$ cat src/rtl/clcd_pkg.sv
// Shared types and constants for the 4-bit character LCD sequencer.
// No dependencies; imported by every module of the block.
`default_nettype none
package clcd_pkg;

  localparam int E_PULSE_US    = 1;
  localparam int NIBBLE_GAP_US = 1;

  localparam int WAIT_W     = 20;
  localparam int HOLD_W     = 16;
  localparam int CFG_DATA_W = 20;
  localparam int CFG_IDX_W  = 3;

  localparam int QUEUE_DEPTH = 4;
  localparam int QUEUE_PTR_W = $clog2(QUEUE_DEPTH);
  localparam int QUEUE_LVL_W = $clog2(QUEUE_DEPTH + 1);

  // request codes on the cmd field
  localparam logic [1:0] CMD_TICK   = 2'd0;
  localparam logic [1:0] CMD_INIT   = 2'd1;
  localparam logic [1:0] CMD_BYTE   = 2'd2;
  localparam logic [1:0] CMD_NIBBLE = 2'd3;

  // configuration register indexes
  localparam logic [CFG_IDX_W-1:0] CFG_POWERUP_WAIT = 3'd0;
  localparam logic [CFG_IDX_W-1:0] CFG_INIT_HOLD    = 3'd1;
  localparam logic [CFG_IDX_W-1:0] CFG_CMD_HOLD     = 3'd2;
  localparam logic [CFG_IDX_W-1:0] CFG_CLEAR_HOLD   = 3'd3;
  localparam logic [CFG_IDX_W-1:0] CFG_FUNC_SET     = 3'd4;
  localparam logic [CFG_IDX_W-1:0] CFG_DISP_CTRL    = 3'd5;
  localparam logic [CFG_IDX_W-1:0] CFG_SHIFT        = 3'd6;

  typedef enum logic [1:0] {
    KIND_TICK,
    KIND_INIT,
    KIND_BYTE,
    KIND_NIBBLE
  } clcd_kind_t;

  typedef struct packed {
    clcd_kind_t        kind;
    logic [7:0]        data_value;
    logic              reg_select;
    logic [HOLD_W-1:0] hold_us;
  } clcd_item_t;

  typedef struct packed {
    logic [QUEUE_LVL_W-1:0] level;
    logic                   full;
    logic                   empty;
  } clcd_queue_st_t;

  typedef struct packed {
    logic [WAIT_W-1:0] powerup_wait_us;
    logic [HOLD_W-1:0] init_nibble_hold_us;
    logic [HOLD_W-1:0] command_hold_us;
    logic [HOLD_W-1:0] clear_hold_us;
    logic [7:0]        function_set_code;
    logic [7:0]        display_control_code;
    logic [7:0]        shift_code;
  } clcd_cfg_t;

endpackage
`default_nettype wire

$ cat src/rtl/clcd_req_if.sv
// Request channel: valid/ready handshake carrying one input item.
// No dependencies.
`default_nettype none
interface clcd_req_if;
  logic        valid;
  logic        ready;
  logic [1:0]  cmd;
  logic [7:0]  data_value;
  logic        reg_select;
  logic [15:0] hold_us;

  modport source (output valid, cmd, data_value, reg_select, hold_us, input ready);
  modport sink   (input valid, cmd, data_value, reg_select, hold_us, output ready);
endinterface
`default_nettype wire

$ cat src/rtl/clcd_res_if.sv
// Result channel: valid/ready handshake carrying pin levels and status.
// No dependencies.
`default_nettype none
interface clcd_res_if;
  logic       valid;
  logic       ready;
  logic [3:0] lcd_nibble;
  logic       lcd_rs;
  logic       lcd_enable;
  logic       busy_res;
  logic       rejected;

  modport source (output valid, lcd_nibble, lcd_rs, lcd_enable, busy_res, rejected,
                  input ready);
  modport sink   (input valid, lcd_nibble, lcd_rs, lcd_enable, busy_res, rejected,
                  output ready);
endinterface
`default_nettype wire

$ cat src/rtl/clcd_front.sv
// Front end: accepts request items and classifies them for the queue.
// Depends on clcd_pkg and clcd_req_if.
`default_nettype none
module clcd_front
  import clcd_pkg::*;
(
  clcd_req_if.sink   req,
  input  wire logic  queue_full,
  output logic       push,
  output clcd_item_t push_item
);

  assign req.ready = !queue_full;
  assign push      = req.valid && !queue_full;

  always_comb begin
    push_item.data_value = req.data_value;
    push_item.reg_select = req.reg_select;
    push_item.hold_us    = req.hold_us;
    case (req.cmd)
      CMD_TICK:   push_item.kind = KIND_TICK;
      CMD_INIT:   push_item.kind = KIND_INIT;
      CMD_BYTE:   push_item.kind = KIND_BYTE;
      CMD_NIBBLE: begin
        push_item.kind       = KIND_NIBBLE;
        push_item.data_value = {4'h0, req.data_value[3:0]};
      end
      default:    push_item.kind = KIND_TICK;
    endcase
  end

endmodule
`default_nettype wire

$ cat src/rtl/clcd_queue.sv
// Short item queue between the front end and the sequencer.
// Depends on clcd_pkg.
`default_nettype none
module clcd_queue
  import clcd_pkg::*;
(
  input  wire logic        clk,
  input  wire logic        rst,
  input  wire logic        push,
  input  wire clcd_item_t  push_item,
  input  wire logic        pop,
  output clcd_item_t       head_item,
  output clcd_queue_st_t   st
);

  clcd_item_t             mem [QUEUE_DEPTH];
  logic [QUEUE_PTR_W-1:0] wr_ptr;
  logic [QUEUE_PTR_W-1:0] rd_ptr;
  logic [QUEUE_LVL_W-1:0] level;

  assign head_item = mem[rd_ptr];
  assign st.level  = level;
  assign st.full   = (level == QUEUE_LVL_W'(QUEUE_DEPTH));
  assign st.empty  = (level == '0);

  always_ff @(posedge clk) begin
    if (push) begin
      mem[wr_ptr] <= push_item;
    end
  end

  always_ff @(posedge clk) begin
    if (rst) begin
      wr_ptr <= '0;
      rd_ptr <= '0;
      level  <= '0;
    end else begin
      if (push) begin
        wr_ptr <= (wr_ptr == QUEUE_PTR_W'(QUEUE_DEPTH - 1)) ? '0 : wr_ptr + 1'b1;
      end
      if (pop) begin
        rd_ptr <= (rd_ptr == QUEUE_PTR_W'(QUEUE_DEPTH - 1)) ? '0 : rd_ptr + 1'b1;
      end
      case ({push, pop})
        2'b10:   level <= level + 1'b1;
        2'b01:   level <= level - 1'b1;
        default: level <= level;
      endcase
    end
  end

endmodule
`default_nettype wire

$ cat src/rtl/clcd_back.sv
// Back end: nibble and init sequencer, timed by tick items, with result register.
// Depends on clcd_pkg and clcd_res_if.
`default_nettype none
module clcd_back
  import clcd_pkg::*;
(
  input  wire logic       clk,
  input  wire logic       rst,
  input  wire clcd_cfg_t  cfg,
  input  wire clcd_item_t item,
  input  wire logic       item_avail,
  output logic            pop,
  clcd_res_if.source      res
);

  typedef enum logic [2:0] {
    PH_IDLE,
    PH_POWERUP,
    PH_HIGH,
    PH_GAP,
    PH_LOW,
    PH_HOLD
  } phase_t;

  typedef struct packed {
    logic              whole;
    logic [7:0]        value;
    logic [HOLD_W-1:0] hold;
  } unit_t;

  localparam logic [3:0] STEP_IDLE    = 4'd0;
  localparam logic [3:0] STEP_POWERUP = 4'd1;
  localparam logic [3:0] STEP_NIB0    = 4'd2;
  localparam logic [3:0] STEP_NIB1    = 4'd3;
  localparam logic [3:0] STEP_NIB2    = 4'd4;
  localparam logic [3:0] STEP_NIB3    = 4'd5;
  localparam logic [3:0] STEP_FUNC    = 4'd6;
  localparam logic [3:0] STEP_DISP    = 4'd7;
  localparam logic [3:0] STEP_SHIFT   = 4'd8;

  localparam logic [7:0] LCD_WAKE_NIB  = 8'h03;
  localparam logic [7:0] LCD_4BIT_NIB  = 8'h02;
  localparam logic [7:0] LCD_CLEAR_CMD = 8'h01;

  function automatic unit_t init_unit(input logic [3:0] step, input clcd_cfg_t c);
    unit_t u;
    case (step)
      STEP_NIB0, STEP_NIB1, STEP_NIB2: u = '{1'b0, LCD_WAKE_NIB, c.init_nibble_hold_us};
      STEP_NIB3:  u = '{1'b0, LCD_4BIT_NIB, c.init_nibble_hold_us};
      STEP_FUNC:  u = '{1'b1, c.function_set_code, c.command_hold_us};
      STEP_DISP:  u = '{1'b1, c.display_control_code, c.command_hold_us};
      STEP_SHIFT: u = '{1'b1, c.shift_code, c.command_hold_us};
      default:    u = '{1'b1, LCD_CLEAR_CMD, c.clear_hold_us};
    endcase
    return u;
  endfunction

  phase_t            phase, phase_next;
  logic [3:0]        init_step, init_step_next;
  logic [WAIT_W-1:0] wait_count, wait_count_next;
  logic [7:0]        held_byte, held_byte_next;
  logic              held_rs, held_rs_next;
  logic [HOLD_W-1:0] held_hold, held_hold_next;
  logic [3:0]        pin_nib, pin_nib_next;
  logic              pin_e, pin_e_next;
  logic              pin_rs, pin_rs_next;
  logic              rej;

  logic              go;
  unit_t             go_unit;
  logic              go_rs;
  logic              out_valid;
  logic [3:0]        out_nib;
  logic              out_rs, out_e, out_busy, out_rej;

  assign pop = item_avail && (!out_valid || res.ready);

  always_comb begin
    phase_next      = phase;
    init_step_next  = init_step;
    wait_count_next = wait_count;
    held_byte_next  = held_byte;
    held_rs_next    = held_rs;
    held_hold_next  = held_hold;
    pin_nib_next    = pin_nib;
    pin_e_next      = pin_e;
    pin_rs_next     = pin_rs;
    rej             = 1'b0;
    go              = 1'b0;
    go_unit         = '{item.kind == KIND_BYTE, item.data_value, item.hold_us};
    go_rs           = item.reg_select;

    if (item.kind == KIND_TICK) begin
      if (phase != PH_IDLE) begin
        if (wait_count > WAIT_W'(1)) begin
          wait_count_next = wait_count - 1'b1;
        end else begin
          case (phase)
            PH_POWERUP: begin
              init_step_next = STEP_NIB0;
              go             = 1'b1;
              go_unit        = init_unit(STEP_NIB0, cfg);
              go_rs          = 1'b0;
            end
            PH_HIGH: begin
              pin_e_next      = 1'b0;
              phase_next      = PH_GAP;
              wait_count_next = WAIT_W'(NIBBLE_GAP_US);
            end
            PH_GAP: begin
              pin_nib_next    = held_byte[3:0];
              pin_rs_next     = held_rs;
              pin_e_next      = 1'b1;
              phase_next      = PH_LOW;
              wait_count_next = WAIT_W'(E_PULSE_US);
            end
            PH_LOW: begin
              pin_e_next      = 1'b0;
              phase_next      = PH_HOLD;
              wait_count_next = (held_hold == '0) ? WAIT_W'(1) : WAIT_W'(held_hold);
            end
            default: begin
              if (init_step >= STEP_NIB0 && init_step <= STEP_SHIFT) begin
                init_step_next = init_step + 1'b1;
                go             = 1'b1;
                go_unit        = init_unit(init_step + 1'b1, cfg);
                go_rs          = 1'b0;
              end else begin
                init_step_next  = STEP_IDLE;
                phase_next      = PH_IDLE;
                wait_count_next = '0;
              end
            end
          endcase
        end
      end
    end else if (phase != PH_IDLE) begin
      rej = 1'b1;
    end else if (item.kind == KIND_INIT) begin
      init_step_next  = STEP_POWERUP;
      phase_next      = PH_POWERUP;
      wait_count_next = (cfg.powerup_wait_us == '0) ? WAIT_W'(1) : cfg.powerup_wait_us;
    end else begin
      go = 1'b1;
    end

    if (go) begin
      held_byte_next  = go_unit.value;
      held_rs_next    = go_rs;
      held_hold_next  = go_unit.hold;
      pin_nib_next    = go_unit.whole ? go_unit.value[7:4] : go_unit.value[3:0];
      pin_rs_next     = go_rs;
      pin_e_next      = 1'b1;
      phase_next      = go_unit.whole ? PH_HIGH : PH_LOW;
      wait_count_next = WAIT_W'(E_PULSE_US);
    end
  end

  always_ff @(posedge clk) begin
    if (rst) begin
      phase      <= PH_IDLE;
      init_step  <= STEP_IDLE;
      wait_count <= '0;
      held_byte  <= '0;
      held_rs    <= 1'b0;
      held_hold  <= '0;
      pin_nib    <= '0;
      pin_e      <= 1'b0;
      pin_rs     <= 1'b0;
      out_valid  <= 1'b0;
    end else begin
      if (pop) begin
        phase      <= phase_next;
        init_step  <= init_step_next;
        wait_count <= wait_count_next;
        held_byte  <= held_byte_next;
        held_rs    <= held_rs_next;
        held_hold  <= held_hold_next;
        pin_nib    <= pin_nib_next;
        pin_e      <= pin_e_next;
        pin_rs     <= pin_rs_next;
        out_valid  <= 1'b1;
        out_nib    <= pin_nib_next;
        out_rs     <= pin_rs_next;
        out_e      <= pin_e_next;
        out_busy   <= (phase_next != PH_IDLE);
        out_rej    <= rej;
      end else if (res.ready) begin
        out_valid <= 1'b0;
      end
    end
  end

  assign res.valid      = out_valid;
  assign res.lcd_nibble = out_nib;
  assign res.lcd_rs     = out_rs;
  assign res.lcd_enable = out_e;
  assign res.busy_res   = out_busy;
  assign res.rejected   = out_rej;

endmodule
`default_nettype wire

$ cat src/rtl/char_lcd_4bit_sequencer.sv
// Top level of the 4-bit character LCD sequencer: config registers, front end,
// item queue and sequencer. Depends on clcd_pkg, clcd_req_if, clcd_res_if,
// clcd_front, clcd_queue and clcd_back.
//
// Usage: every request item is a one-microsecond tick or a request (start init,
// write byte, write nibble). Each item yields exactly one result item with the
// LCD pin levels after it, a busy flag and a rejected flag. Requests that
// arrive while a sequence or hold runs are dropped and flagged as rejected.
// Only tick items advance time; feed one per microsecond.
// A result is offered from the result register after its item has passed
// through the queue. Throughput: one item per cycle while the result receiver
// keeps up; each sequencer update consumes one queued item when it pops.
// A four-entry queue separates the request side from the sequencer, and the
// next item is popped in the same cycle the waiting result is taken.
// When the result receiver stalls, the sequencer holds and the queue fills;
// req.ready drops once four items wait.
// Configuration writes (cfg_wr_en, cfg_index, cfg_data) take effect next cycle;
// write only while idle. Indexes beyond the list are ignored.
// Reset (rst, synchronous) restores default timings and codes, idles the
// sequencer, clears its LCD pin registers and the result valid flag, and empties the queue.
`default_nettype none
module char_lcd_4bit_sequencer
  import clcd_pkg::*;
(
  input  wire logic                  clk,
  input  wire logic                  rst,
  clcd_req_if.sink                   req,
  clcd_res_if.source                 res,
  input  wire logic                  cfg_wr_en,
  input  wire logic [CFG_IDX_W-1:0]  cfg_index,
  input  wire logic [CFG_DATA_W-1:0] cfg_data
);

  clcd_cfg_t      cfg;
  logic           push;
  logic           pop;
  clcd_item_t     push_item;
  clcd_item_t     head_item;
  clcd_queue_st_t q_st;

  always_ff @(posedge clk) begin
    if (rst) begin
      cfg.powerup_wait_us      <= WAIT_W'(100000);
      cfg.init_nibble_hold_us  <= HOLD_W'(5000);
      cfg.command_hold_us      <= HOLD_W'(50);
      cfg.clear_hold_us        <= HOLD_W'(2000);
      cfg.function_set_code    <= 8'h28;
      cfg.display_control_code <= 8'h0c;
      cfg.shift_code           <= 8'h14;
    end else if (cfg_wr_en) begin
      case (cfg_index)
        CFG_POWERUP_WAIT: cfg.powerup_wait_us      <= cfg_data[WAIT_W-1:0];
        CFG_INIT_HOLD:    cfg.init_nibble_hold_us  <= cfg_data[HOLD_W-1:0];
        CFG_CMD_HOLD:     cfg.command_hold_us      <= cfg_data[HOLD_W-1:0];
        CFG_CLEAR_HOLD:   cfg.clear_hold_us        <= cfg_data[HOLD_W-1:0];
        CFG_FUNC_SET:     cfg.function_set_code    <= cfg_data[7:0];
        CFG_DISP_CTRL:    cfg.display_control_code <= cfg_data[7:0];
        CFG_SHIFT:        cfg.shift_code           <= cfg_data[7:0];
        default:          cfg <= cfg;
      endcase
    end
  end

  clcd_front u_front (
    .req        (req),
    .queue_full (q_st.full),
    .push       (push),
    .push_item  (push_item)
  );

  clcd_queue u_queue (
    .clk       (clk),
    .rst       (rst),
    .push      (push),
    .push_item (push_item),
    .pop       (pop),
    .head_item (head_item),
    .st        (q_st)
  );

  clcd_back u_back (
    .clk        (clk),
    .rst        (rst),
    .cfg        (cfg),
    .item       (head_item),
    .item_avail (!q_st.empty),
    .pop        (pop),
    .res        (res)
  );

  a_rej_busy: assert property (@(posedge clk) disable iff (rst)
    res.valid && res.rejected |-> res.busy_res)
    else $error("rejected result while sequencer idle");

  a_enable_busy: assert property (@(posedge clk) disable iff (rst)
    res.valid && res.lcd_enable |-> res.busy_res)
    else $error("E strobe high while sequencer idle");

  a_queue_level: assert property (@(posedge clk) disable iff (rst)
    !$past(rst) |-> (int'(q_st.level) ==
      int'($past(q_st.level)) + int'($past(push)) - int'($past(pop))))
    else $error("queue level does not track push and pop");

endmodule
`default_nettype wire

$ cat src/flat_wrapper.sv
// flat-port wrapper written by rule: the top's interface ports become plain ports
module char_lcd_4bit_sequencer_flat import clcd_pkg::*;
  (clk, rst, cfg_wr_en, cfg_index, cfg_data, req_valid, req_cmd, req_data_value, req_reg_select, req_hold_us, req_ready, res_valid, res_lcd_nibble, res_lcd_rs, res_lcd_enable, res_busy_res, res_rejected, res_ready);
  clcd_req_if req_i ();
  clcd_res_if res_i ();
  input  wire logic clk;
  input  wire logic rst;
  input  wire logic cfg_wr_en;
  input  wire logic [CFG_IDX_W-1:0] cfg_index;
  input  wire logic [CFG_DATA_W-1:0] cfg_data;
  input wire logic [$bits(req_i.valid)-1:0] req_valid;
  input wire logic [$bits(req_i.cmd)-1:0] req_cmd;
  input wire logic [$bits(req_i.data_value)-1:0] req_data_value;
  input wire logic [$bits(req_i.reg_select)-1:0] req_reg_select;
  input wire logic [$bits(req_i.hold_us)-1:0] req_hold_us;
  output wire logic [$bits(req_i.ready)-1:0] req_ready;
  output wire logic [$bits(res_i.valid)-1:0] res_valid;
  output wire logic [$bits(res_i.lcd_nibble)-1:0] res_lcd_nibble;
  output wire logic [$bits(res_i.lcd_rs)-1:0] res_lcd_rs;
  output wire logic [$bits(res_i.lcd_enable)-1:0] res_lcd_enable;
  output wire logic [$bits(res_i.busy_res)-1:0] res_busy_res;
  output wire logic [$bits(res_i.rejected)-1:0] res_rejected;
  input wire logic [$bits(res_i.ready)-1:0] res_ready;
  assign req_i.valid = req_valid;
  assign req_i.cmd = req_cmd;
  assign req_i.data_value = req_data_value;
  assign req_i.reg_select = req_reg_select;
  assign req_i.hold_us = req_hold_us;
  assign req_ready = req_i.ready;
  assign res_valid = res_i.valid;
  assign res_lcd_nibble = res_i.lcd_nibble;
  assign res_lcd_rs = res_i.lcd_rs;
  assign res_lcd_enable = res_i.lcd_enable;
  assign res_busy_res = res_i.busy_res;
  assign res_rejected = res_i.rejected;
  assign res_i.ready = res_ready;
  char_lcd_4bit_sequencer u_core (.clk(clk), .rst(rst), .req(req_i), .res(res_i), .cfg_wr_en(cfg_wr_en), .cfg_index(cfg_index), .cfg_data(cfg_data));
endmodule
$ cat config.mk
export PLATFORM = sky130hd
export DESIGN_NAME = char_lcd_4bit_sequencer_flat
export DESIGN_NICKNAME = d
export VERILOG_FILES = /design/src/rtl/clcd_pkg.sv /design/src/rtl/clcd_req_if.sv /design/src/rtl/clcd_res_if.sv /design/src/rtl/clcd_front.sv /design/src/rtl/clcd_queue.sv /design/src/rtl/clcd_back.sv /design/src/rtl/char_lcd_4bit_sequencer.sv /design/src/flat_wrapper.sv
export SDC_FILE = /design/constraint.sdc
export NUM_CORES = 1
export LEC_CHECK = 0
export ABC_AREA = 1
export BUFFER_PORTS_ARGS = -buffer_cell sky130_fd_sc_hd__buf_2
export CAP_MARGIN = 20
export CORE_MARGIN = 2
export CORE_UTILIZATION = 30
export DETAILED_ROUTE_END_ITERATION = 8
export GPL_ROUTABILITY_DRIVEN = 0
export PLACE_DENSITY = 0.47
export SLEW_MARGIN = 20
export SYNTH_ARGS = -nofsm -noshare
export SYNTH_HDL_FRONTEND = slang
export SYNTH_SLANG_ARGS = --single-unit
export TNS_END_PERCENT = 30
$ cat constraint.sdc
create_clock -name clk -period 3.55 [get_ports clk]
set_input_delay 0.355 -clock clk [delete_from_list [all_inputs] [get_ports clk]]
set_output_delay 0.355 -clock clk [all_outputs]
set_load 0.02 [all_outputs]
==> impl_metrics.env, run 1 <==
export IMPL_p_clk_share_pct=26.6
export IMPL_nets=1620
export IMPL_cts_buffer_depth=3
export IMPL_cts_buffers=31
export IMPL_arrival_ps=3340
export IMPL_path_class="register to register"
export IMPL_antenna_found_initial=1
export IMPL_holdCritPathClass="input port to register"
export IMPL_syn_nets=1543
export IMPL_synthDistinctLibCells=49
export IMPL_gr_total_overflow=0
export IMPL_r2r_start="u_core.u_back.init_step[1]"
export IMPL_synth_seq_cells=272
export IMPL_die_area_sq_mm=0.04276
export IMPL_syn_inst=1474
export IMPL_p_int_w=0.007452
export IMPL_fin_skew_ps=12.86
export IMPL_fin_ws_ps=557.1
export IMPL_final_cell_area_sq_mm=0.01456
export IMPL_start_kind="register"
export IMPL_wirelength_um=37300
export IMPL_min_from="req_cmd[0]"
export IMPL_htreeDepth=1
export IMPL_cp_end_kind="register"
export IMPL_fp_dieW_um=206.8
export IMPL_power_w=0.01287
export IMPL_combPwrFrac_pct=41.1
export IMPL_finalCriticalPeriod_ps=2993
export IMPL_drv_cap=0
export IMPL_yosys_warnings=0
export IMPL_synth_top_area_share_pct=28.24
export IMPL_initial_core_util_pct=30.28
export IMPL_grt_setup_unrepaired="no"
export IMPL_drtPass1Iterations=8
export IMPL_drive_above_1_share_pct=10.85
export IMPL_vias_per_cell=4.956
export IMPL_yosys_top_cells_area="edfxtp_1 28%, dfxtp_1 25%, nand2_1 7.8%, o21ai_0 7.4%, nor2_1 6.0%"
export IMPL_synthesis_area_sq_mm=0.01234
export IMPL_syn_avg_cell_area_sq_um=8.370
export IMPL_vias=10450
export IMPL_dp_hpwl_um=25550
export IMPL_core_sq_mm=0.04074
export IMPL_worstMarginPinSlew_ps=696.2
export IMPL_yosysTopAreaCell="edfxtp_1"
export IMPL_ios=65
export IMPL_grt_pass1_vias=9975
export IMPL_status="finished clean"
export IMPL_postPlaceCellArea_sq_mm=0.01321
export IMPL_track_usage_pct=17.62
export IMPL_power_density_mw_per_mm2=884.2
export IMPL_synth_edf_count=116
export IMPL_final_hold_viol_count=0
export IMPL_tns_ps=0
export IMPL_clk_pin_slew_ps=60
export IMPL_synth_ff_type="dfxtp_1"
export IMPL_cp_required_ps=3900
export IMPL_area_growth_pct=18.02
export IMPL_place_ws_ps=608.2
export IMPL_n_fill_cell=4235
export IMPL_seqPwrFrac_pct=32.3
export IMPL_drtAntennaViolNets=0
export IMPL_worst_hold_slack_ps=93.82
export IMPL_cts_tree="yes"
export IMPL_cts_resized=0
export IMPL_swShare_pct=42.12
export IMPL_drt_iter0_markers=703
export IMPL_insertion_delay_ps=590
export IMPL_grt_first_pass_wirelength_um=58380
export IMPL_fp_dieH_um=206.8
export IMPL_fin_crit_sh_pct=84.31
export IMPL_synth_async_reset_ratio_pct=0
export IMPL_cp_max_fo=12
export IMPL_yosysSeqAreaShare_pct=53.55
export IMPL_max_freq_ghz=0.3341
export IMPL_power_leakage_nw=5.768
export IMPL_drc=0
export IMPL_clock_sinks=272
export IMPL_p_switching_w=0.005423
export IMPL_relSlewSlack_pct=53.42
export IMPL_grt_max_degree=52
export IMPL_drv_slew=0
export IMPL_critPathLaunch="u_core.u_back.init_step[1]"
export IMPL_port_buffer_count=64
export IMPL_antennaDiodeCount=0
export IMPL_num_rows=74
export IMPL_wire_per_inst_um=17.69
export IMPL_setup_viol=0
export IMPL_vdd_drop_max_mv=0.4164
export IMPL_cts_root_buf="clkbuf_16"
metal layers:
| layer | part of all wire, % | track usage, % | up-vias |
|---|---|---|---|
| met5 | 0 | 0 | - |
| met4 | 2.1 | 4.179 | 0 |
| met3 | 3.5 | 2.072 | 49 |
| met2 | 47 | 29.67 | 185 |
| met1 | 47 | 24.21 | 5025 |
| li1 | - | - | 5189 |
cell usage in the layout (no fill, tap or decap), types with 2 or more instances in the layout:
cell type	synthesis	routed
a21boi_0	4	4
clkbuf_1	45	4
buf_4	5	20
a22oi_1	10	10
o21ai_1	6	6
xor2_1	8	8
inv_1	129	128
nor2_4	5	5
nand2_4	3	3
clkbuf_8	0	6
nand2_2	4	4
dfxtp_1	156	156
o22ai_1	33	33
nand2_1	256	256
bufinv_16	0	5
ha_1	13	13
edfxtp_1	116	116
nand3_2	2	2
o221ai_1	13	13
nor2_1	197	193
clkbuf_16	0	31
nor4_1	5	5
nor3_1	4	4
nand4_1	20	20
a31oi_1	4	3
a21oi_1	116	116
clkinv_1	1	4
a211oi_1	2	2
o211ai_1	16	16
dlygate4sd3_1	0	25
buf_2	13	64
clkinv_2	1	8
inv_2	7	7
nand3b_1	2	2
nand3_1	74	74
nor2_2	3	7
xnor2_1	2	2
o21ai_0	183	183
timing repair:
action,in CTS,in global routing
hold endpoints to repair,88,0
hold buffers,25,0
setup buffers,0,0
worst max-delay path, stage by stage, from the launching register on:
cell and delay, ps:
dfxtp_1 450, ha_1 250, inv_1 50, nand2_1 60, nand2_1 80, inv_1 270
nand3_1 120, nand2_1 380, inv_1 250, nand2_1 180, nand2_1 120, a21boi_2 260
nand3_1 100, nand3_1 120, inv_1 50
area by class of cell:
class                   instances  area, sq um  share of cell area, %
clock inverters                17        225.2                  1.547
inverters                     138        520.5                  3.575
multi-input cells             999         4949                  33.99
well taps                     532        665.6                  4.572
clock buffers                  41        873.3                  5.998
repair buffers                109        720.7                  4.950
flip-flops and latches        272         6606                  45.37
synthesized netlist by cell type, drive strengths merged, types with 4 or more instances:
| library cell | instances |
|---|---|
| a21boi | 5 |
| a21oi | 116 |
| a22oi | 10 |
| a31oi | 4 |
| buf | 20 |
| clkbuf | 45 |
| dfxtp | 156 |
| edfxtp | 116 |
| ha | 13 |
| inv | 136 |
| nand2 | 263 |
| nand3 | 77 |
| nand4 | 20 |
| nor2 | 205 |
| nor3 | 5 |
| nor4 | 5 |
| o211ai | 16 |
| o21ai | 189 |
| o221ai | 13 |
| o22ai | 33 |
| xor2 | 8 |
worst paths after layout:
| kind | endpoint | slack (ps) | cells after the start |
|---|---|---|---|
| max reg2reg | u_core.u_back.res.lcd_nibble[1] | 560 | 14 |
| min reg2reg | u_core.cfg[42] | 450 | 2 |
| max | u_core.u_back.res.lcd_nibble[1] | 560 | 14 |
| min | u_core.u_queue.mem[1][25] | 90 | 1 |
power by group through the flow:
stage	Combinational, W	Clock [W]	Sequential (W)
after floorplan	0.00374	0	0.00416
after global placement	0.00526	0	0.00422
after detailed placement	0.00526	0	0.00422
after CTS	0.00530	0.00351	0.00416
after global routing	0.00598	0.00363	0.00422
final	0.00530	0.00342	0.00416
sequential cells by signal (all words and copies together) (netlist names), 2 cells and up, named ones only:
signal,flops
u_core.cfg,92
u_core.u_back.held_byte,4
u_core.u_back.held_hold,16
u_core.u_back.init_step,4
u_core.u_back.phase,3
u_core.u_back.pin_nib,4
u_core.u_back.res.lcd_nibble,4
u_core.u_back.wait_count,20
u_core.u_queue.level,3
u_core.u_queue.mem,108
u_core.u_queue.rd_ptr,2
u_core.u_queue.wr_ptr,2
stage by stage:
stage / utilization (%) / std cells
after global routing: 35.74 / 2108
final: 35.74 / 2108
after floorplan: - / 1474
after global placement: 32.43 / 2025
after detailed placement: 32.43 / 2025
after CTS: 35.74 / 2108
cell families (layout without fill, tap and decap cells):
group	after synthesis	count (layout)	synth area share, %
flops	272	272	53.55
mux	1	1	0.08114
compound gates	394	394	17.68
simple gates	580	580	20.03
buf+inv	203	305	6.471
fa+ha+maj	14	14	1.481
xor+xnor	10	10	0.7100
No activity file was read; power rests on OpenSTA's default activity.
==> run 2, diff against run 1 <==
Settings changed: ABC_AREA 1 to 0, PLACE_DENSITY 0.47 to 0.49.
Clock period 3.55 ns to 2.63 ns, I/O delays scaled along.
==> run 2 against run 1 <==
Against the previous run:
- highest routed layer unchanged
- area after synthesis fell by 0.68%
- clock-buffer cell count rose by 5
- flip-flop and latch count did not move
- sequential power rose by 28%
- global-route usage fell by 0.12 points
- sequential share of layout area fell by 2.7 points
==> impl_metrics.env, run 2 <==
export IMPL_stdcell_count=1955
export IMPL_synthDistinctLibCells=67
export IMPL_htreeDepth=2
export IMPL_postLayoutCoreUtil_pct=38.26
export IMPL_vias=9954
export IMPL_synthesis_area_sq_mm=0.01225
export IMPL_arrival_ps=2850
export IMPL_synth_edf_count=116
export IMPL_core_sq_mm=0.04055
export IMPL_mostFrequentLayoutCell="nand2_1"
export IMPL_r2r_start="u_core.u_back.init_step[1]"
export IMPL_worstMarginPinSlew_ps=829.5
export IMPL_yosys_warnings=0
export IMPL_grt_pass1_vias=9744
export IMPL_power_w=0.01748
export IMPL_final_hold_viol_count=0
export IMPL_clk_pin_slew_ps=60
export IMPL_drc=0
export IMPL_dp_cells=1846
export IMPL_ios=65
export IMPL_max_freq_ghz=0.3847
export IMPL_min_from="cfg_data[15]"
export IMPL_synth_seq_cells=272
export IMPL_syn_avg_cell_area_sq_um=9.921
export IMPL_area_growth_pct=26.62
export IMPL_drt_iter0_markers=743
export IMPL_die_area_sq_mm=0.04248
export IMPL_cts_buffers=34
export IMPL_synth_top_area_share_pct=28.43
export IMPL_fin_crit_sh_pct=98.83
export IMPL_mostFrequentLayoutCells="253 x nand2_1, 149 x dfxtp_1, 130 x a21oi_1"
export IMPL_synth_ff_type="dfxtp_1"
export IMPL_vdd_drop_max_mv=0.6225
export IMPL_fp_dieH_um=206.1
export IMPL_clock_sinks=272
export IMPL_cp_end_kind="register"
export IMPL_largest_reg_flops=108
export IMPL_cts_root_buf="clkbuf_16"
export IMPL_top_regs="u_core.u_queue.mem: 108 flops, u_core.cfg: 92 flops, u_core.u_back.wait_count: 20 flops"
export IMPL_dp_hpwl_um=24870
export IMPL_antenna_found_initial=0
export IMPL_yosys_top_cells_area="edfxtp_1 28%, dfxtp_1 25%, nand2_1 7.8%, a21oi_1 5.4%, mux4_2 4.6%"
export IMPL_regMostFlops="u_core.u_queue.mem"
export IMPL_grt_max_degree=155
export IMPL_ys_top_cells_by_count="254 x nand2_1, 156 x dfxtp_1, 132 x a21oi_1"
export IMPL_power_density_mw_per_mm2=1127
export IMPL_status="finished clean"
export IMPL_fin_skew_ps=21.02
export IMPL_drtAntennaViolNets=0
export IMPL_wirelength_um=37240
export IMPL_place_ws_ps=-261.9
export IMPL_syn_inst=1235
export IMPL_num_rows=74
export IMPL_port_buffer_count=64
export IMPL_cts_tree="yes"
export IMPL_cp_required_ps=2880
export IMPL_cp_max_fo=5
export IMPL_insertion_delay_ps=520
export IMPL_drtPass1Iterations=6
export IMPL_relSlewSlack_pct=44.70
export IMPL_n_fill_cell=4080
export IMPL_yosysTopAreaCell="edfxtp_1"
export IMPL_setup_viol=0
export IMPL_drive_above_1_share_pct=21.71
export IMPL_finalCriticalPeriod_ps=2599
export IMPL_wire_per_inst_um=19.05
export IMPL_drv_slew=0
export IMPL_yosysSeqAreaShare_pct=53.92
export IMPL_nets=1467
export IMPL_grt_setup_unrepaired="yes"
export IMPL_cts_buffer_depth=3
export IMPL_grt_first_pass_wirelength_um=57010
export IMPL_vias_per_cell=5.092
export IMPL_gr_total_overflow=0
export IMPL_path_class="register to register"
export IMPL_fin_ws_ps=30.71
export IMPL_drv_cap=0
export IMPL_antennaDiodeCount=0
export IMPL_fp_dieW_um=206.1
export IMPL_holdCritPathClass="input port to register"
export IMPL_track_usage_pct=17.50
export IMPL_syn_nets=1304
export IMPL_worst_hold_slack_ps=47.36
export IMPL_critPathLaunch="u_core.u_back.init_step[1]"
export IMPL_yosysMostFrequentCell="nand2_1"
export IMPL_power_leakage_nw=5.474
export IMPL_start_kind="register"
export IMPL_synth_async_reset_ratio_pct=0
export IMPL_initial_core_util_pct=30.21
run 2: cell count changes in the layout (fill, tap and decap cells not counted), moves of 16 or more:
cell | previous run | this run
o21ai_0 | 183 | 39
nor2_1 | 193 | 68
inv_1 | 128 | 15
buf_4 | 20 | 98
nand3_1 | 74 | 39
o22ai_1 | 33 | 4
mux4_2 | 0 | 25
nand3b_1 | 2 | 27
nor2b_1 | 0 | 23
and2_1 | 0 | 18
nand4_1 | 20 | 3
nor3_1 | 4 | 21
a211oi_1 | 2 | 18
run 2: worst max-delay path, cell delays in order (launching register included):
cell and delay (ps):
dfxtp_4 360, buf_12 130, ha_4 170, o211ai_1 200, o211ai_1 120, buf_4 180
a32oi_4 360, a2111oi_4 130, buf_4 170, a22o_1 210, mux2i_2 200, mux2i_1 110
run 2: where the power goes:
part	switching, W	internal, W
Combinational	0.00428	0.00328
Sequential	0.000343	0.00500
Clock	0.00183	0.00276
Total	0.00645	0.0110
run 2: metal layers:
metal | routed length [um] | GRT usage (%) | up-vias
met5 | 0 | 0 | -
met4 | 1029 | 6.046 | 0
met3 | 1697 | 2.539 | 72
met2 | 17560 | 28.67 | 239
met1 | 16960 | 23.62 | 4849
li1 | - | - | 4794
run 2: per-stage QoR:
stage / area, sq um / TNS [ps]
after floorplan: 12360 / -108.2
after global placement: 13820 / -258.8
after detailed placement: 13820 / -516.3
after CTS: 15260 / 0
after global routing: 15510 / -258.2
final: 15510 / 0
run 2: final timing paths:
kind / end / slack [ps] / cells after the start
max: u_core.u_back.res.lcd_nibble[1] / 30 / 11
min: u_core.cfg[55] / 50 / 3
max reg2reg: u_core.u_back.res.lcd_nibble[1] / 30 / 11
min reg2reg: u_core.cfg[58] / 450 / 2
run 2: cell type report:
type / instances / area (sq um) / area share [%]
Tap cell: 532 / 665.6 / 4.290
Multi-Input combinational cell: 871 / 5495 / 35.42
Clock buffer: 46 / 957.2 / 6.169
Clock inverter: 15 / 142.6 / 0.9194
Inverter: 16 / 60.06 / 0.3871
Sequential cell: 272 / 6623 / 42.69
Timing Repair Buffer: 203 / 1572 / 10.13
run 2: timing repair:
item | 4_1_cts | 5_1_grt
pin swaps | 1 | 17
hold buffers | 28 | 0
resized for setup | 8 | 30
setup endpoints to repair | 12 | 47
setup buffers | 3 | 17
hold endpoints to repair | 97 | 0
run 2: kinds of logic after synthesis:
group | share of synthesized area [%]
compound gates | 14.30
fa+ha+maj | 1.491
buf+inv | 3.002
xor+xnor | 1.358
simple gates | 19.96
mux | 5.974
flops | 53.92
==> run 3, diff against run 2 <==
Settings changed: CTS_CLUSTER_SIZE set to 40, PLACE_DENSITY 0.49 to 0.48, SYNTH_HIERARCHICAL set to 1.
==> run 3 against run 2 <==
Against the previous run:
- the run now ends with setup timing left
- combinational power increased by 4.9%
- clock power about the same
- synthesized cell count decreased by 3.9%
- cell count increased by 0.31%
- routed wire length increased by 7.5%
- highest routed layer unchanged
==> impl_metrics.env, run 3 <==
export IMPL_cp_end_kind="register"
export IMPL_fp_dieW_um=213.1
export IMPL_cp_max_fo=4
export IMPL_syn_nets=1256
export IMPL_synthesis_area_sq_mm=0.01312
export IMPL_vias=10000
export IMPL_violations="setup timing"
export IMPL_synthDistinctLibCells=87
export IMPL_synth_edf_count=116
export IMPL_clock_sinks=272
export IMPL_finalCriticalPeriod_ps=2746
export IMPL_power_leakage_nw=6.330
export IMPL_drtAntennaViolNets=0
export IMPL_combPwrFrac_pct=44.1
export IMPL_grt_max_degree=59
export IMPL_nets=1423
export IMPL_top_regs="u_core/u_queue/mem: 108 flops, u_core/cfg: 92 flops, u_core/u_back/wait_count: 20 flops"
export IMPL_drt_iter0_markers=614
export IMPL_die_area_sq_mm=0.04541
export IMPL_ios=65
export IMPL_drtPass1Iterations=5
export IMPL_core_sq_mm=0.04308
export IMPL_reg2reg_slack_ps=-120
export IMPL_timing_rr_end="u_core/u_back/pin_nib[3]"
export IMPL_tns_ps=-1106
export IMPL_vias_per_cell=5.100
export IMPL_initial_core_util_pct=30.45
export IMPL_drc=0
export IMPL_synth_top_area_share_pct=26.56
export IMPL_fin_crit_sh_pct=104.4
export IMPL_yosysSeqAreaShare_pct=50.37
export IMPL_htreeDepth=2
export IMPL_syn_avg_cell_area_sq_um=11.05
export IMPL_cp_endpoint="u_core/u_back/pin_nib[3]"
export IMPL_final_hold_viol_count=0
export IMPL_cts_tree="yes"
export IMPL_worstMarginPinSlew_ps=695.5
export IMPL_yosys_top_cells_area="edfxtp_1 27%, dfxtp_1 24%, mux2i_1 7.8%, nand2b_1 4.4%, mux4_2 3.4%"
export IMPL_r2r_cells=10
export IMPL_cp_required_ps=3060
export IMPL_p_clk_share_pct=25.8
export IMPL_cts_buffer_depth=3
export IMPL_vdd_drop_max_mv=0.6049
export IMPL_postPlaceCellArea_sq_mm=0.01493
export IMPL_antennaDiodeCount=0
export IMPL_synth_seq_cells=272
export IMPL_p_switching_w=0.006633
export IMPL_gr_total_overflow=0
export IMPL_p_int_w=0.01132
export IMPL_fp_dieH_um=213.1
export IMPL_synth_async_reset_ratio_pct=0
export IMPL_mostFrequentLayoutCell="dfxtp_1"
export IMPL_yosys_warnings=6
export IMPL_insertion_delay_ps=530
export IMPL_antenna_found_initial=0
export IMPL_final_cell_area_sq_mm=0.01643
export IMPL_setup_viol=23
export IMPL_largest_reg_flops=108
export IMPL_cts_buffers=34
export IMPL_holdCritPathClass="input port to register"
export IMPL_max_freq_ghz=0.3641
export IMPL_power_density_mw_per_mm2=1092
export IMPL_regMostFlops="u_core/u_queue/mem"
export IMPL_seqPwrFrac_pct=30.1
export IMPL_yosysTopAreaCell="edfxtp_1"
export IMPL_drv_cap=0
export IMPL_yosysMostFrequentCell="dfxtp_1"
export IMPL_wirelength_um=40020
export IMPL_cts_root_buf="clkbuf_16"
export IMPL_grt_setup_unrepaired="yes"
export IMPL_mostFrequentLayoutCells="153 x dfxtp_1, 135 x buf_4, 116 x edfxtp_1"
export IMPL_wire_per_inst_um=20.41
export IMPL_drv_slew=0
export IMPL_start_kind="register"
export IMPL_grt_first_pass_wirelength_um=60160
export IMPL_drive_above_1_share_pct=25.51
export IMPL_synth_ff_type="dfxtp_1"
export IMPL_area_growth_pct=25.28
export IMPL_dp_hpwl_um=28670
export IMPL_swShare_pct=36.95
export IMPL_track_usage_pct=17.74
export IMPL_path_class="register to register"
export IMPL_arrival_ps=3170
export IMPL_grt_pass1_vias=9990
export IMPL_postLayoutCoreUtil_pct=38.15
export IMPL_ys_top_cells_by_count="156 x dfxtp_1, 116 x edfxtp_1, 102 x mux2i_1"
export IMPL_port_buffer_count=64
export IMPL_fin_skew_ps=13.47
export IMPL_relSlewSlack_pct=53.37
export IMPL_clk_pin_slew_ps=60
export IMPL_num_rows=76
export IMPL_status="finished with violations"
export IMPL_syn_inst=1187
export IMPL_fin_ws_ps=-116.2
## run 3: cell type report
cell class | count | area (sq um)
Clock buffer | 46 | 949.7
Tap cell | 585 | 732.0
Timing Repair Buffer | 237 | 1810
Clock inverter | 12 | 145.1
Sequential cell | 272 | 6618
Inverter | 22 | 82.58
Multi-Input combinational cell | 787 | 6095
Fill cell | 4193 | 26640
## run 3: logic make-up after synthesis
group	after synthesis	synth area share, %
buffers and inverters	128	4.941
flip-flops	272	50.37
AO/OA/AOI/OAI	238	13.17
AND/OR/NAND/NOR	385	16.05
adder cells (fa/ha/maj)	14	1.393
multiplexers	132	12.88
XOR/XNOR	18	1.202
## run 3: power groups by stage
| stage | sequential (W) | clock (W) | combinational, W |
|---|---|---|---|
| 2_1_floorplan | 0.00543 | 0 | 0.00447 |
| 3_3_place_gp | 0.00549 | 0 | 0.00756 |
| 3_5_place_dp | 0.00549 | 0 | 0.00759 |
| 4_1_cts | 0.00541 | 0.00477 | 0.00777 |
| 5_1_grt | 0.00547 | 0.00493 | 0.00857 |
| 6_report | 0.00541 | 0.00462 | 0.00792 |
## run 3: worst max-delay path, cell delays in order (launching register included)
cell and delay [ps]:
dfxtp_4 360, mux4_2 540, nor2_4 210, nand4_1 200
buf_4 200, nor4_4 180, buf_6 170, mux2i_1 190
nor3_1 60, a221o_2 320, o21ba_2 190
## run 3: how the worst min path moves through the flow
stage                     slack (ps)  depth (start not counted)                    endpoint                  startpoint
after floorplan                  330                          1     u_core/u_queue/level[2]                         rst
after global placement           450                          2  u_core/u_back/held_byte[0]  u_core/u_back/held_byte[0]
after detailed placement         450                          2       u_core/u_back/held_rs       u_core/u_back/held_rs
after CTS                          5                          3              u_core/cfg[91]                cfg_data[19]
after global routing              20                          3              u_core/cfg[91]                cfg_data[19]
final                             30                          3              u_core/cfg[91]                cfg_data[19]
## run 3: stage by stage
| stage | cells | hold slack (ps) | power, W | worst slack [ps] |
|---|---|---|---|---|
| finish | 1961 | 27.28 | 0.01795 | -116.2 |
| global route | 1961 | 20.05 | 0.01897 | -251.0 |
| CTS | 1960 | 5.308 | 0.01795 | -84.97 |
| detailed placement | 1874 | 454.8 | 0.01308 | -104.5 |
| global placement | 1874 | 448.6 | 0.01305 | -68.64 |
| floorplan | 1187 | 332.1 | 0.009903 | -258.2 |
## run 3: per-layer routing
metal	vias up	GRT usage (%)	part of all wire, %
li1	4732	-	-
met1	4938	23.27	44
met2	266	28.98	47
met3	65	2.471	4.3
met4	0	8.199	4.2
met5	-	0	0
## run 3: timing repair
action                                 CTS  global route
setup buffers                            3             2
resized for setup                       13            20
endpoints found under the hold margin   88             0
setup endpoints to repair               50            61
pin swaps                                8            12
hold buffers                            25             0
